==> config.mk <==
export PLATFORM = sky130hd
export DESIGN_NAME = q2e_ctrl
export DESIGN_NICKNAME = d
export VERILOG_FILES = /design/src/hdl/q2e_pkg.sv /design/src/hdl/q2e_ctrl.sv
export VERILOG_INCLUDE_DIRS = /design/src /design/src/hdl
export SDC_FILE = /design/constraint.sdc
export NUM_CORES = 1
export LEC_CHECK = 0
export BUFFER_PORTS_ARGS = -buffer_cell sky130_fd_sc_hd__buf_2
export CELL_PAD_IN_SITES_DETAIL_PLACEMENT = 0
export CELL_PAD_IN_SITES_GLOBAL_PLACEMENT = 1
export CORE_MARGIN = 4
export CORE_UTILIZATION = 32
export CTS_CLUSTER_SIZE = 40
export DETAILED_ROUTE_END_ITERATION = 8
export PLACE_DENSITY = 0.88
export SYNTH_ARGS = -nofsm -noshare
export SYNTH_HDL_FRONTEND = slang
export SYNTH_SLANG_ARGS = --single-unit
==> constraint.sdc <==
create_clock -name clk_i -period 3.1 [get_ports clk_i]
set_input_delay 0.155 -clock clk_i [delete_from_list [all_inputs] [get_ports clk_i]]
set_output_delay 0.155 -clock clk_i [all_outputs]
set_load 0.01 [all_outputs]
==> src/hdl/assert_macros.svh <==
// Assertion helper macros shared by the RTL files.
`ifndef ASSERT_MACROS_SVH
`define ASSERT_MACROS_SVH
// Concurrent implication check on the rising clock, disabled in reset.
`define ASSERT_IMPL(label, clk, rst_n, ante, cons, msg) \
  label: assert property (@(posedge clk) disable iff (!rst_n) (ante) |-> (cons)) \
    else $error(msg);
// Concurrent next-cycle implication check.
`define ASSERT_NEXT(label, clk, rst_n, ante, cons, msg) \
  label: assert property (@(posedge clk) disable iff (!rst_n) (ante) |=> (cons)) \
    else $error(msg);
`endif

==> src/hdl/q2e_pkg.sv <==
// ----------------------------------------------------------------------------
// q2e_pkg
// Shared types, constants and the CORDIC angle table.
// ----------------------------------------------------------------------------
package q2e_pkg;

  localparam int QuatFracBits     = 14;
  localparam int CordicIterations = 16;
  localparam int QuatW            = 16;
  localparam int AccW             = 64;
  localparam int ZW               = 40;

  // Report kinds.
  localparam logic [1:0] KindNone = 2'd0;
  localparam logic [1:0] KindRot  = 2'd1;

  // Controller states.
  typedef enum logic [3:0] {
    StIdle,
    StProd,
    StSqrt,
    StPre,
    StIter,
    StPost,
    StOut
  } state_e;

  // Datapath operations for one work step.
  typedef enum logic [1:0] {
    OpRoll,
    OpPitch,
    OpYaw
  } angle_e;

  typedef struct packed {
    logic   load;
    logic   prod;
    logic   sqrt_init;
    logic   sqrt_step;
    logic   pre;
    logic   iter;
    logic   post;
    angle_e sel;
  } cmd_t;

  typedef struct packed {
    logic sqrt_done;
    logic iter_done;
  } stat_t;

  // atan(2^-i) in centidegrees times 65536.
  function automatic logic signed [ZW-1:0] atan_lut(input logic [4:0] i);
    logic signed [ZW-1:0] r;
    case (i)
      5'd0:  r = 40'sd294912000;
      5'd1:  r = 40'sd174096719;
      5'd2:  r = 40'sd91987925;
      5'd3:  r = 40'sd46694507;
      5'd4:  r = 40'sd23437865;
      5'd5:  r = 40'sd11730358;
      5'd6:  r = 40'sd5866610;
      5'd7:  r = 40'sd2933484;
      5'd8:  r = 40'sd1466765;
      5'd9:  r = 40'sd733385;
      5'd10: r = 40'sd366693;
      5'd11: r = 40'sd183347;
      5'd12: r = 40'sd91673;
      5'd13: r = 40'sd45837;
      5'd14: r = 40'sd22918;
      5'd15: r = 40'sd11459;
      5'd16: r = 40'sd5730;
      5'd17: r = 40'sd2865;
      5'd18: r = 40'sd1432;
      5'd19: r = 40'sd716;
      5'd20: r = 40'sd358;
      5'd21: r = 40'sd179;
      5'd22: r = 40'sd90;
      5'd23: r = 40'sd45;
      5'd24: r = 40'sd22;
      5'd25: r = 40'sd11;
      5'd26: r = 40'sd6;
      5'd27: r = 40'sd3;
      5'd28: r = 40'sd1;
      5'd29: r = 40'sd1;
      default: r = '0;
    endcase
    return r;
  endfunction

endpackage

==> src/hdl/q2e_ctrl.sv <==
// ----------------------------------------------------------------------------
// q2e_ctrl
// Sequencer: for rotation reports, products, square root, then three CORDIC passes;
// other kinds go straight to the output.
`include "assert_macros.svh"
module q2e_ctrl (
  input  logic          clk_i,
  input  logic          rst_ni,
  input  logic          in_hs_i,
  input  logic          in_rot_i,
  input  logic          out_free_i,
  input  q2e_pkg::stat_t stat_i,
  output logic          busy_o,
  output logic          out_load_o,
  output q2e_pkg::cmd_t cmd_o
);

  q2e_pkg::state_e state_q, state_d;
  q2e_pkg::angle_e sel_q, sel_d;

  // State register.
  always_ff @(posedge clk_i or negedge rst_ni) begin
    if (!rst_ni) begin
      state_q <= q2e_pkg::StIdle;
      sel_q   <= q2e_pkg::OpRoll;
    end else begin
      state_q <= state_d;
      sel_q   <= sel_d;
    end
  end

  // Next state and commands.
  always_comb begin
    state_d    = state_q;
    sel_d      = sel_q;
    cmd_o      = '0;
    cmd_o.sel  = sel_q;
    out_load_o = 1'b0;
    busy_o     = (state_q != q2e_pkg::StIdle);
    case (state_q)
      q2e_pkg::StIdle: begin
        if (in_hs_i) begin
          cmd_o.load = 1'b1;
          sel_d      = q2e_pkg::OpRoll;
          state_d    = in_rot_i ? q2e_pkg::StProd : q2e_pkg::StOut;
        end
      end
      q2e_pkg::StProd: begin
        cmd_o.prod = 1'b1;
        state_d    = q2e_pkg::StSqrt;
      end
      q2e_pkg::StSqrt: begin
        if (sel_q == q2e_pkg::OpRoll) begin
          cmd_o.sqrt_init = 1'b1;
          sel_d = q2e_pkg::OpPitch;
        end else if (!stat_i.sqrt_done) begin
          cmd_o.sqrt_step = 1'b1;
        end else begin
          sel_d   = q2e_pkg::OpRoll;
          state_d = q2e_pkg::StPre;
        end
      end
      q2e_pkg::StPre: begin
        cmd_o.pre = 1'b1;
        state_d   = q2e_pkg::StIter;
      end
      q2e_pkg::StIter: begin
        cmd_o.iter = 1'b1;
        if (stat_i.iter_done) state_d = q2e_pkg::StPost;
      end
      q2e_pkg::StPost: begin
        cmd_o.post = 1'b1;
        case (sel_q)
          q2e_pkg::OpRoll:  begin sel_d = q2e_pkg::OpPitch; state_d = q2e_pkg::StPre; end
          q2e_pkg::OpPitch: begin sel_d = q2e_pkg::OpYaw;   state_d = q2e_pkg::StPre; end
          default:          state_d = q2e_pkg::StOut;
        endcase
      end
      q2e_pkg::StOut: begin
        if (out_free_i) begin
          out_load_o = 1'b1;
          state_d    = q2e_pkg::StIdle;
        end
      end
      default: state_d = q2e_pkg::StIdle;
    endcase
  end

  `ASSERT_IMPL(a_load_idle, clk_i, rst_ni, cmd_o.load, state_q == q2e_pkg::StIdle, "load outside idle")
  `ASSERT_NEXT(a_iter_stays, clk_i, rst_ni, cmd_o.iter && !stat_i.iter_done, state_q == q2e_pkg::StIter, "left iteration early")
  `ASSERT_IMPL(a_out_free, clk_i, rst_ni, out_load_o, out_free_i, "result overwritten")

endmodule

* Yosys cells after proc, flatten, opt, wreduce, memory -nomap -nowiden
Cells that the tools add are included.
Storage, ports and cells: word-level logic and storage cells 48, output and inout bits 11, flip-flop bits (word level) 6, input bits 7
Operators by class: equality and inequality tests 14, reductions and logical operators 7, muxes and demuxes 25
Operators with widths (number):
- 4-bit one-hot mux with 7 select lines | 1
- 4-bit 2-to-1 mux | 5
- 4-bit by 3-bit == test with 1-bit output, second input constant | 3
- 1-bit 2-to-1 mux | 11
- 2-bit inequality test, second input constant | 5
- 4-bit by 2-bit == test with 1-bit output, second input constant | 2
- 2-bit 2-to-1 mux | 4
- 3-bit 2-to-1 mux | 2
- 3-bit inequality test, second input constant | 2
- 2-bit one-hot mux with 3 select lines | 1
- 5-bit AND reduction | 1
- 4-bit by 1-bit == test with 1-bit output, second input constant | 1
- 4-bit logical NOT | 1
- 2-bit one-hot mux with 2 select lines | 1
- 4-bit AND reduction | 1
- 4-bit nonzero test | 1
- 3-bit nonzero test | 1
- 2-bit by 1-bit == test with 1-bit output, second input constant | 1
- 2-bit logical NOT | 1
- 2-bit OR reduction | 1

* Logic depth before layout (Yosys ltp)
Gate-level depths: netlist of run 1.
depth in word-level cells 4, gate-level depth with buffers 5, mapped depth without buffers 4

* Worst setup path before layout of run 1
No wires, ideal clock.
path type register to output, start point register state_q[2], end point output port cmd_o[5] (netlist bit), setup slack 1.901 ns, data required time 2.945 ns, cell stages (with the launch flop) 5, buffers on the path 1, arrival time 1.044 ns, path through dfrtp_1 buf_6 nor2_4 nand2_1 nor3_1
RTL lines:
- from (decl) | RTL line q2e_ctrl.sv:18 | q2e_pkg::state_e state_q, state_d;
- from (signal assigned) | RTL line q2e_ctrl.sv:24 | state_q <= q2e_pkg::StIdle;
- from (signal assigned) | RTL line q2e_ctrl.sv:27 | state_q <= state_d;
- to (decl) | RTL line q2e_ctrl.sv:15 | output q2e_pkg::cmd_t cmd_o

==> results of run 1 <==
## through the flow
step / setup slack, ns / instance area [sq um] / cells
floorplan: 1.90 / 418 / 54
global placement: 1.76 / 502 / 83
detailed placement: 1.77 / 502 / 83
CTS: 1.51 / 538 / 88
global route: 1.38 / 538 / 88
finish: 1.51 / 538 / 88
## where the power goes
| group | internal [uW] | total, uW | switching [uW] |
|---|---|---|---|
| Clock | 48.5 | 72.5 | 24.0 |
| Sequential | 96.9 | 182 | 84.9 |
| Combinational | 136 | 283 | 147 |
| Total | 281 | 537 | 256 |
## cell type report
class | count | area (sq um) | share of cell area
Multi-Input combinational cell | 45 | 267 | 0.495
Tap cell | 14 | 17.5 | 0.0326
Sequential cell | 5 | 125 | 0.233
Clock buffer | 4 | 26.3 | 0.0488
Inverter | 2 | 7.51 | 0.0140
Timing Repair Buffer | 18 | 95.1 | 0.177
## logic make-up after synthesis
logic type / count (synthesis) / synth area share
DFF: 5 / 0.299
and+or+nand+nor: 31 / 0.398
buffers and inverters: 4 / 0.0629
AOI/OAI and AO/OA: 11 / 0.168
muxes: 3 / 0.0719
## state kept, by name (all words and copies together) (netlist names)
register and flops:
state_q 3, sel_q 2
## critical path: stages, from the launching register on
cell and delay (ns):
dfrtp_1 0.50, nor2_4 0.23, nand2_1 0.11, nor3_1 0.20, buf_2 0.16
## path summary, 6_finish.rpt
path,slack [ns],cells after the start,to,from
hold / removal,0.23,4,state_q[2],stat_i[0]
setup reg to reg,1.77,4,sel_q[0],state_q[2]
setup / recovery,1.51,4,cmd_o[5],state_q[2]
min in group asynchronous,0.26,2,state_q[2],rst_ni
max in group asynchronous,2.71,2,sel_q[0],rst_ni
hold reg to reg,0.58,1,sel_q[0],sel_q[0]
## Yosys cell counts, drive strengths merged
| master | number |
|---|---|
| nand2 | 8 |
| dfrtp | 5 |
| nor2 | 5 |
| a21oi | 4 |
| nand3 | 4 |
| nor3 | 4 |
| mux2i | 3 |
| nand2b | 3 |
| o21ai | 3 |
| a22o | 2 |
| and2 | 2 |
| buf | 2 |
| inv | 2 |
| nor2b | 2 |
| a221oi | 1 |
| and3 | 1 |
| nand3b | 1 |
| o32ai | 1 |
| or2 | 1 |
## repair_timing
action | CTS | global route
endpoints found under the hold margin | 5 | 0
hold buffers | 1 | 0
resized for setup | 0 | 0
## layer usage
layer | vias to the layer above | wire length (microns)
met2 | 14 | 501
met5 | - | 0
met3 | 0 | 70
li1 | 231 | -
met4 | 0 | 0
met1 | 201 | 404
==> metrics.md, run 1 <==
| Metric | Value |
|---|---|
| Outcome | finished clean |
| Num rows | 12 |
| Iter 0 DRT Violations | 17 |
| Die ar. | 1950 sq um |
| Maximum fanout along the worst path | 12 |
| Global route hottest layer | met2 |
| Kind of critical path | flip-flop to output pin |
| CTS Buffer Depth | 2 |
| Max_slew headroom | 0.692 |
| Most common cell after layout, fill and taps aside | buf_2 |
| Crit path DAT | 1.43 ns |
| Setup crit end kind | output pin |
| Met3 Usage GRT | 0.0610 |
| Post-CTS setup buffer count | 0 |
| Commonest non-fill, non-tap cells in the layout | buf_2 (17), nand2_1 (8), dfrtp_1 (5) |
| Grt met2 use | 0.169 |
| Area Overhead vs Synth | 28.7% |
| Hold_ws | roughly 0.23 ns |
| LEAKAGE | approximately 0.00026 uW |
| Worst skew pair latency | between 0.2 and 0.25 ns |
| CP Data Required Time | 2.94 ns |
| Via count | around 450 |
| Antenna diode count | 0 |
| Syn Nets | 61 |
| Top cells by area, synth | dfrtp_1 (30%), mux2i_1 (7.2%), nand2_1 (7.2%) |
| Port Buffer Count | 17 |
| Vias in the first global route | approximately 380 |
| Syn Area/Cell | approximately 7.7 sq um |
| First-pass GRT wire length | approximately 1.6 mm |
| Pwr Total | roughly 540 uW |
| Number of iterations in the first detailed-routing pass | 4 |
| Cells after synthesis | 54 |
| Max-cap violations | 0 |
| Antenna Violating Nets Remaining | 0 |
| Post-Route Setup TNS | 0 ns |
| Post-DP HPWL | approximately 760 microns |
| Final period util | 0.513 |
| DRC Markers | 0 |
| WL/cell | roughly 11 microns |
| Post-Route WL | around 980 microns |
| Max Clk Rate | 629 MHz |
| Worst min-delay path category | input pin to flip-flop |
| Via density per instance | 5.07 |
| Die Y | approximately 44 microns |
| PD cells | roughly 1000 nW/um^2 |
| Mapped Area | about 420 sq um |
| Share of the synthesized area in the top cell type | 0.299 |
| Initial core utilization | 0.357 |
| H-Tree Depth | 1 |
| Synth warn | 0 |
| CTS tree | yes |
| Biggest area consumer among synthesized cells | dfrtp_1 |
| RSZ-0062 raised after global routing | no |
| Placer Congestion | 0.755 |
| Measured slew at the worst slew-check pin | 0.463 ns |
| Initial antenna violation count | 0 |
| Max Slew Vio Count | 0 |
| Setup crit start kind | flip-flop |
| Global Route Usage Sum | 0.113 |
| Post-route minimum period | approximately 1.6 ns |
| Clock Tree Root | clkbuf_4 |
| Utilization after layout | 0.459 |
| Core area | between 1000 and 1500 sq um |
| Global route overflow | 0 |
| Final Hold Viols | 0 |
| Die width | 44.1 microns |
| Clock transition at the registers of the reported paths | around 0.04 ns |
| Nets | around 80 |
| Share of cells above drive strength 1 | 0.324 |
| Largest net degree at the start of global routing | 16 |
| Register area share after synthesis | 0.299 |
| Final-layout fill cell count | 116 |
| Yosys reg bits | 5 |
| Met1 Use GR | 0.137 |
| Skew final | about 0.00086 ns |
| Num CTS Buffers | 3 |
| Cell variety after synth | 24 |
| Peak supply drop | approximately 0.00054 V |
| CTS sink cnt | 5 |
| Final setup vio count | 0 |
| Ports | 18 |
Power figures use the tool's default switching activity.
==> run 2: changes to the inputs <==
--- a/config.mk
+++ b/config.mk
@@ -10,10 +10,10 @@
 export CELL_PAD_IN_SITES_DETAIL_PLACEMENT = 0
 export CELL_PAD_IN_SITES_GLOBAL_PLACEMENT = 1
 export CORE_MARGIN = 4
-export CORE_UTILIZATION = 32
+export CORE_UTILIZATION = 30
 export CTS_CLUSTER_SIZE = 40
 export DETAILED_ROUTE_END_ITERATION = 8
-export PLACE_DENSITY = 0.88
+export PLACE_DENSITY = 0.84
 export SYNTH_ARGS = -nofsm -noshare
 export SYNTH_HDL_FRONTEND = slang
 export SYNTH_SLANG_ARGS = --single-unit
==> constraint.sdc (replaced) <==
create_clock -name clk_i -period 1.5 [get_ports clk_i]
set_input_delay 0.075 -clock clk_i [delete_from_list [all_inputs] [get_ports clk_i]]
set_output_delay 0.075 -clock clk_i [all_outputs]
set_load 0.01 [all_outputs]
==> run 2 against run 1 <==
Global-route usage increased by 1.2 points. Die area increased by 5.4%. Sequential power increased by 100%. Hold slack got worse by 0.068 ns. Combinational power increased by 130%. Cell count increased by 3.4%. Largest power group unchanged.
==> metrics.md, run 2 (synthesis gave the netlist of run 1 again) <==
| Metric | Value |
|---|---|
| Via count | 461 (+3.4%) |
| Vias in the first global route | 414 (+10%) |
| Final period util | 0.942 |
| CTS Buffer Depth | 2 (unchanged) |
| Outcome | finished clean |
| Setup crit start kind | flip-flop |
| First-pass GRT wire length | 1.83 mm (+15%) |
| Hold_ws | 0.161 ns (-0.0681 ns) |
| PD cells | 2090 nW/um^2 (+110%) |
| CTS sink cnt | 5 (unchanged) |
| Reg2reg start | state_q[2] |
| Area Overhead vs Synth | 33.2% |
| Max_slew headroom | 0.802 (+0.110) |
| Num CTS Buffers | 3 (unchanged) |
| Global route overflow | 0 (unchanged) |
| RSZ-0062 raised after global routing | no |
| CP startpoint | state_q[2] |
| Biggest regs | state_q x3, sel_q x2 |
| Reg with most FFs | state_q |
| Most common cell after layout, fill and taps aside | buf_2 |
| Share of cells above drive strength 1 | 0.368 (+0.0441) |
| Final Hold Viols | 0 (unchanged) |
| Max reg flops | 3 (unchanged) |
| Num rows | 13 (+1) |
| Port Buffer Count | 17 (unchanged) |
| Die ar. | 2050 sq um (+5.4%) |
| Number of iterations in the first detailed-routing pass | 3 (-1) |
| Initial antenna violation count | 0 (unchanged) |
| Peak supply drop | 0.000714 V (+32%) |
| Antenna Violating Nets Remaining | 0 (unchanged) |
| LEAKAGE | 0.000271 uW (+2.8%) |
| Post-route minimum period | around 1.4 ns |
| Final setup vio count | 0 (unchanged) |
| H-Tree Depth | 1 (unchanged) |
| Skew final | 0.00218 ns (+0.00132 ns) |
| DP Worst Slack | 0.0671 ns (-1.70 ns) |
| Clock Tree Root | clkbuf_4 |
| CTS tree | yes |
| CP Data Required Time | 1.42 ns (-1.52 ns) |
| Largest net degree at the start of global routing | 16 (unchanged) |
| Nets | 84 (+2.4%) |
| Maximum fanout along the worst path | 12 (unchanged) |
| Max Clk Rate | a little over 700 MHz |
| Post-Route Setup TNS | 0 ns (unchanged) |
| Placer Congestion | 0.834 (+11%) |
| Antenna diode count | 0 (unchanged) |
| Clock transition at the registers of the reported paths | 0.05 ns (about the same) |
| Core area | 1300 sq um (+11%) |
| Global Route Usage Sum | 0.124 (+0.0116) |
| Iter 0 DRT Violations | 12 (-5) |
| Crit path DAT | 1.34 ns (-0.09 ns) |
| Hold Startpoint | stat_i[0] |
| WL/cell | 11.6 microns (+5.0%) |
| Setup crit end kind | output pin |
| Commonest non-fill, non-tap cells in the layout | buf_2 (17), nand2_1 (8), nor2_1 (4), nand3_1 (4), a21oi_1 (4) |
| Max-cap violations | 0 (unchanged) |
| Kind of critical path | flip-flop to output pin |
| Worst min-delay path category | input pin to flip-flop |
| Measured slew at the worst slew-check pin | 0.297 ns (-0.166 ns) |
| Via density per instance | 5.07 (about the same) |
| Die width | 45.3 microns (+2.7%) |
| Ports | 18 (unchanged) |
| Initial core utilization | 0.321 (-0.0357) |
| Post-Route WL | 1.06 mm (+8.6%) |
| Final-layout fill cell count | 141 (+22%) |
| Die Y | 45.3 microns (+2.7%) |
| Max Slew Vio Count | 0 (unchanged) |
| Final Worst Setup Slack | 0.0865 ns (-1.42 ns) |
| DRC Markers | 0 (unchanged) |
| Worst skew pair latency | 0.24 ns (about the same) |
| Post-DP HPWL | 787 microns (+3.0%) |
==> run 2: cell count changes in the layout (fill, tap and decap cells not counted) <==
cell / change
dfrtp_1: -2
dfrtp_2: +2
buf_4: +2
==> run 2: worst max-delay path: stages (launching register included) <==
cell and delay [ns]:
dfrtp_2 0.49, nor2_4 0.14, nand2_1 0.09, nor3_2 0.20, buf_2 0.18
==> run 2: per-layer routing <==
layer,global-route usage,share of wire,up-vias
met1,0.148,0.46,214
li1,-,-,236
met2,0.192,0.47,11
met3,0.0438,0.062,0
met4,0.0702,0,0
met5,0,0,-
==> run 2: worst paths after layout <==
| path | endpoint | slack [ns] | cells after the start |
|---|---|---|---|
| worst max-delay path | cmd_o[6] | 0.09 | 4 |
| worst max register to register | sel_q[0] | 0.19 | 4 |
| worst min-delay path | state_q[2] | 0.16 | 4 |
| min in group asynchronous | state_q[2] | 0.17 | 2 |
| worst min register to register | sel_q[0] | 0.61 | 1 |
| max in group asynchronous | state_q[1] | 1.19 | 2 |
==> run 2: final cells by class <==
class / instances / area [sq um] / area share
Clock buffer: 4 / 26.3 / 0.0472
Inverter: 2 / 7.51 / 0.0135
Multi-Input combinational cell: 45 / 267 / 0.479
Sequential cell: 5 / 128 / 0.229
Tap cell: 15 / 18.8 / 0.0337
Timing Repair Buffer: 20 / 110 / 0.198
==> run 2: where the power goes <==
part,internal [uW],total (uW),switching [uW]
registers,206,364,158
logic,313,644,331
clock network,101,157,56.0
total,620,1160,544
==> run 2: stage by stage <==
step | area (sq um) | total power, uW | cells | utilization
after detailed placement | 510 | 981 | 85 | 0.392
after global placement | 510 | 986 | 85 | 0.392
after global routing | 557 | 1290 | 91 | 0.428
final | 557 | 1160 | 91 | 0.428
after CTS | 556 | 1180 | 91 | 0.427
after floorplan | 418 | 808 | 54 | -
==> run 2: what timing repair did <==
action / in CTS / in global routing
hold endpoints to repair: 5 / 0
setup buffers: 1 / 0
hold buffers: 1 / 0
gates resized for setup: 1 / 1
gates cloned: 0 / 0
setup endpoints to repair: 2 / 7
pin swaps: 1 / 0
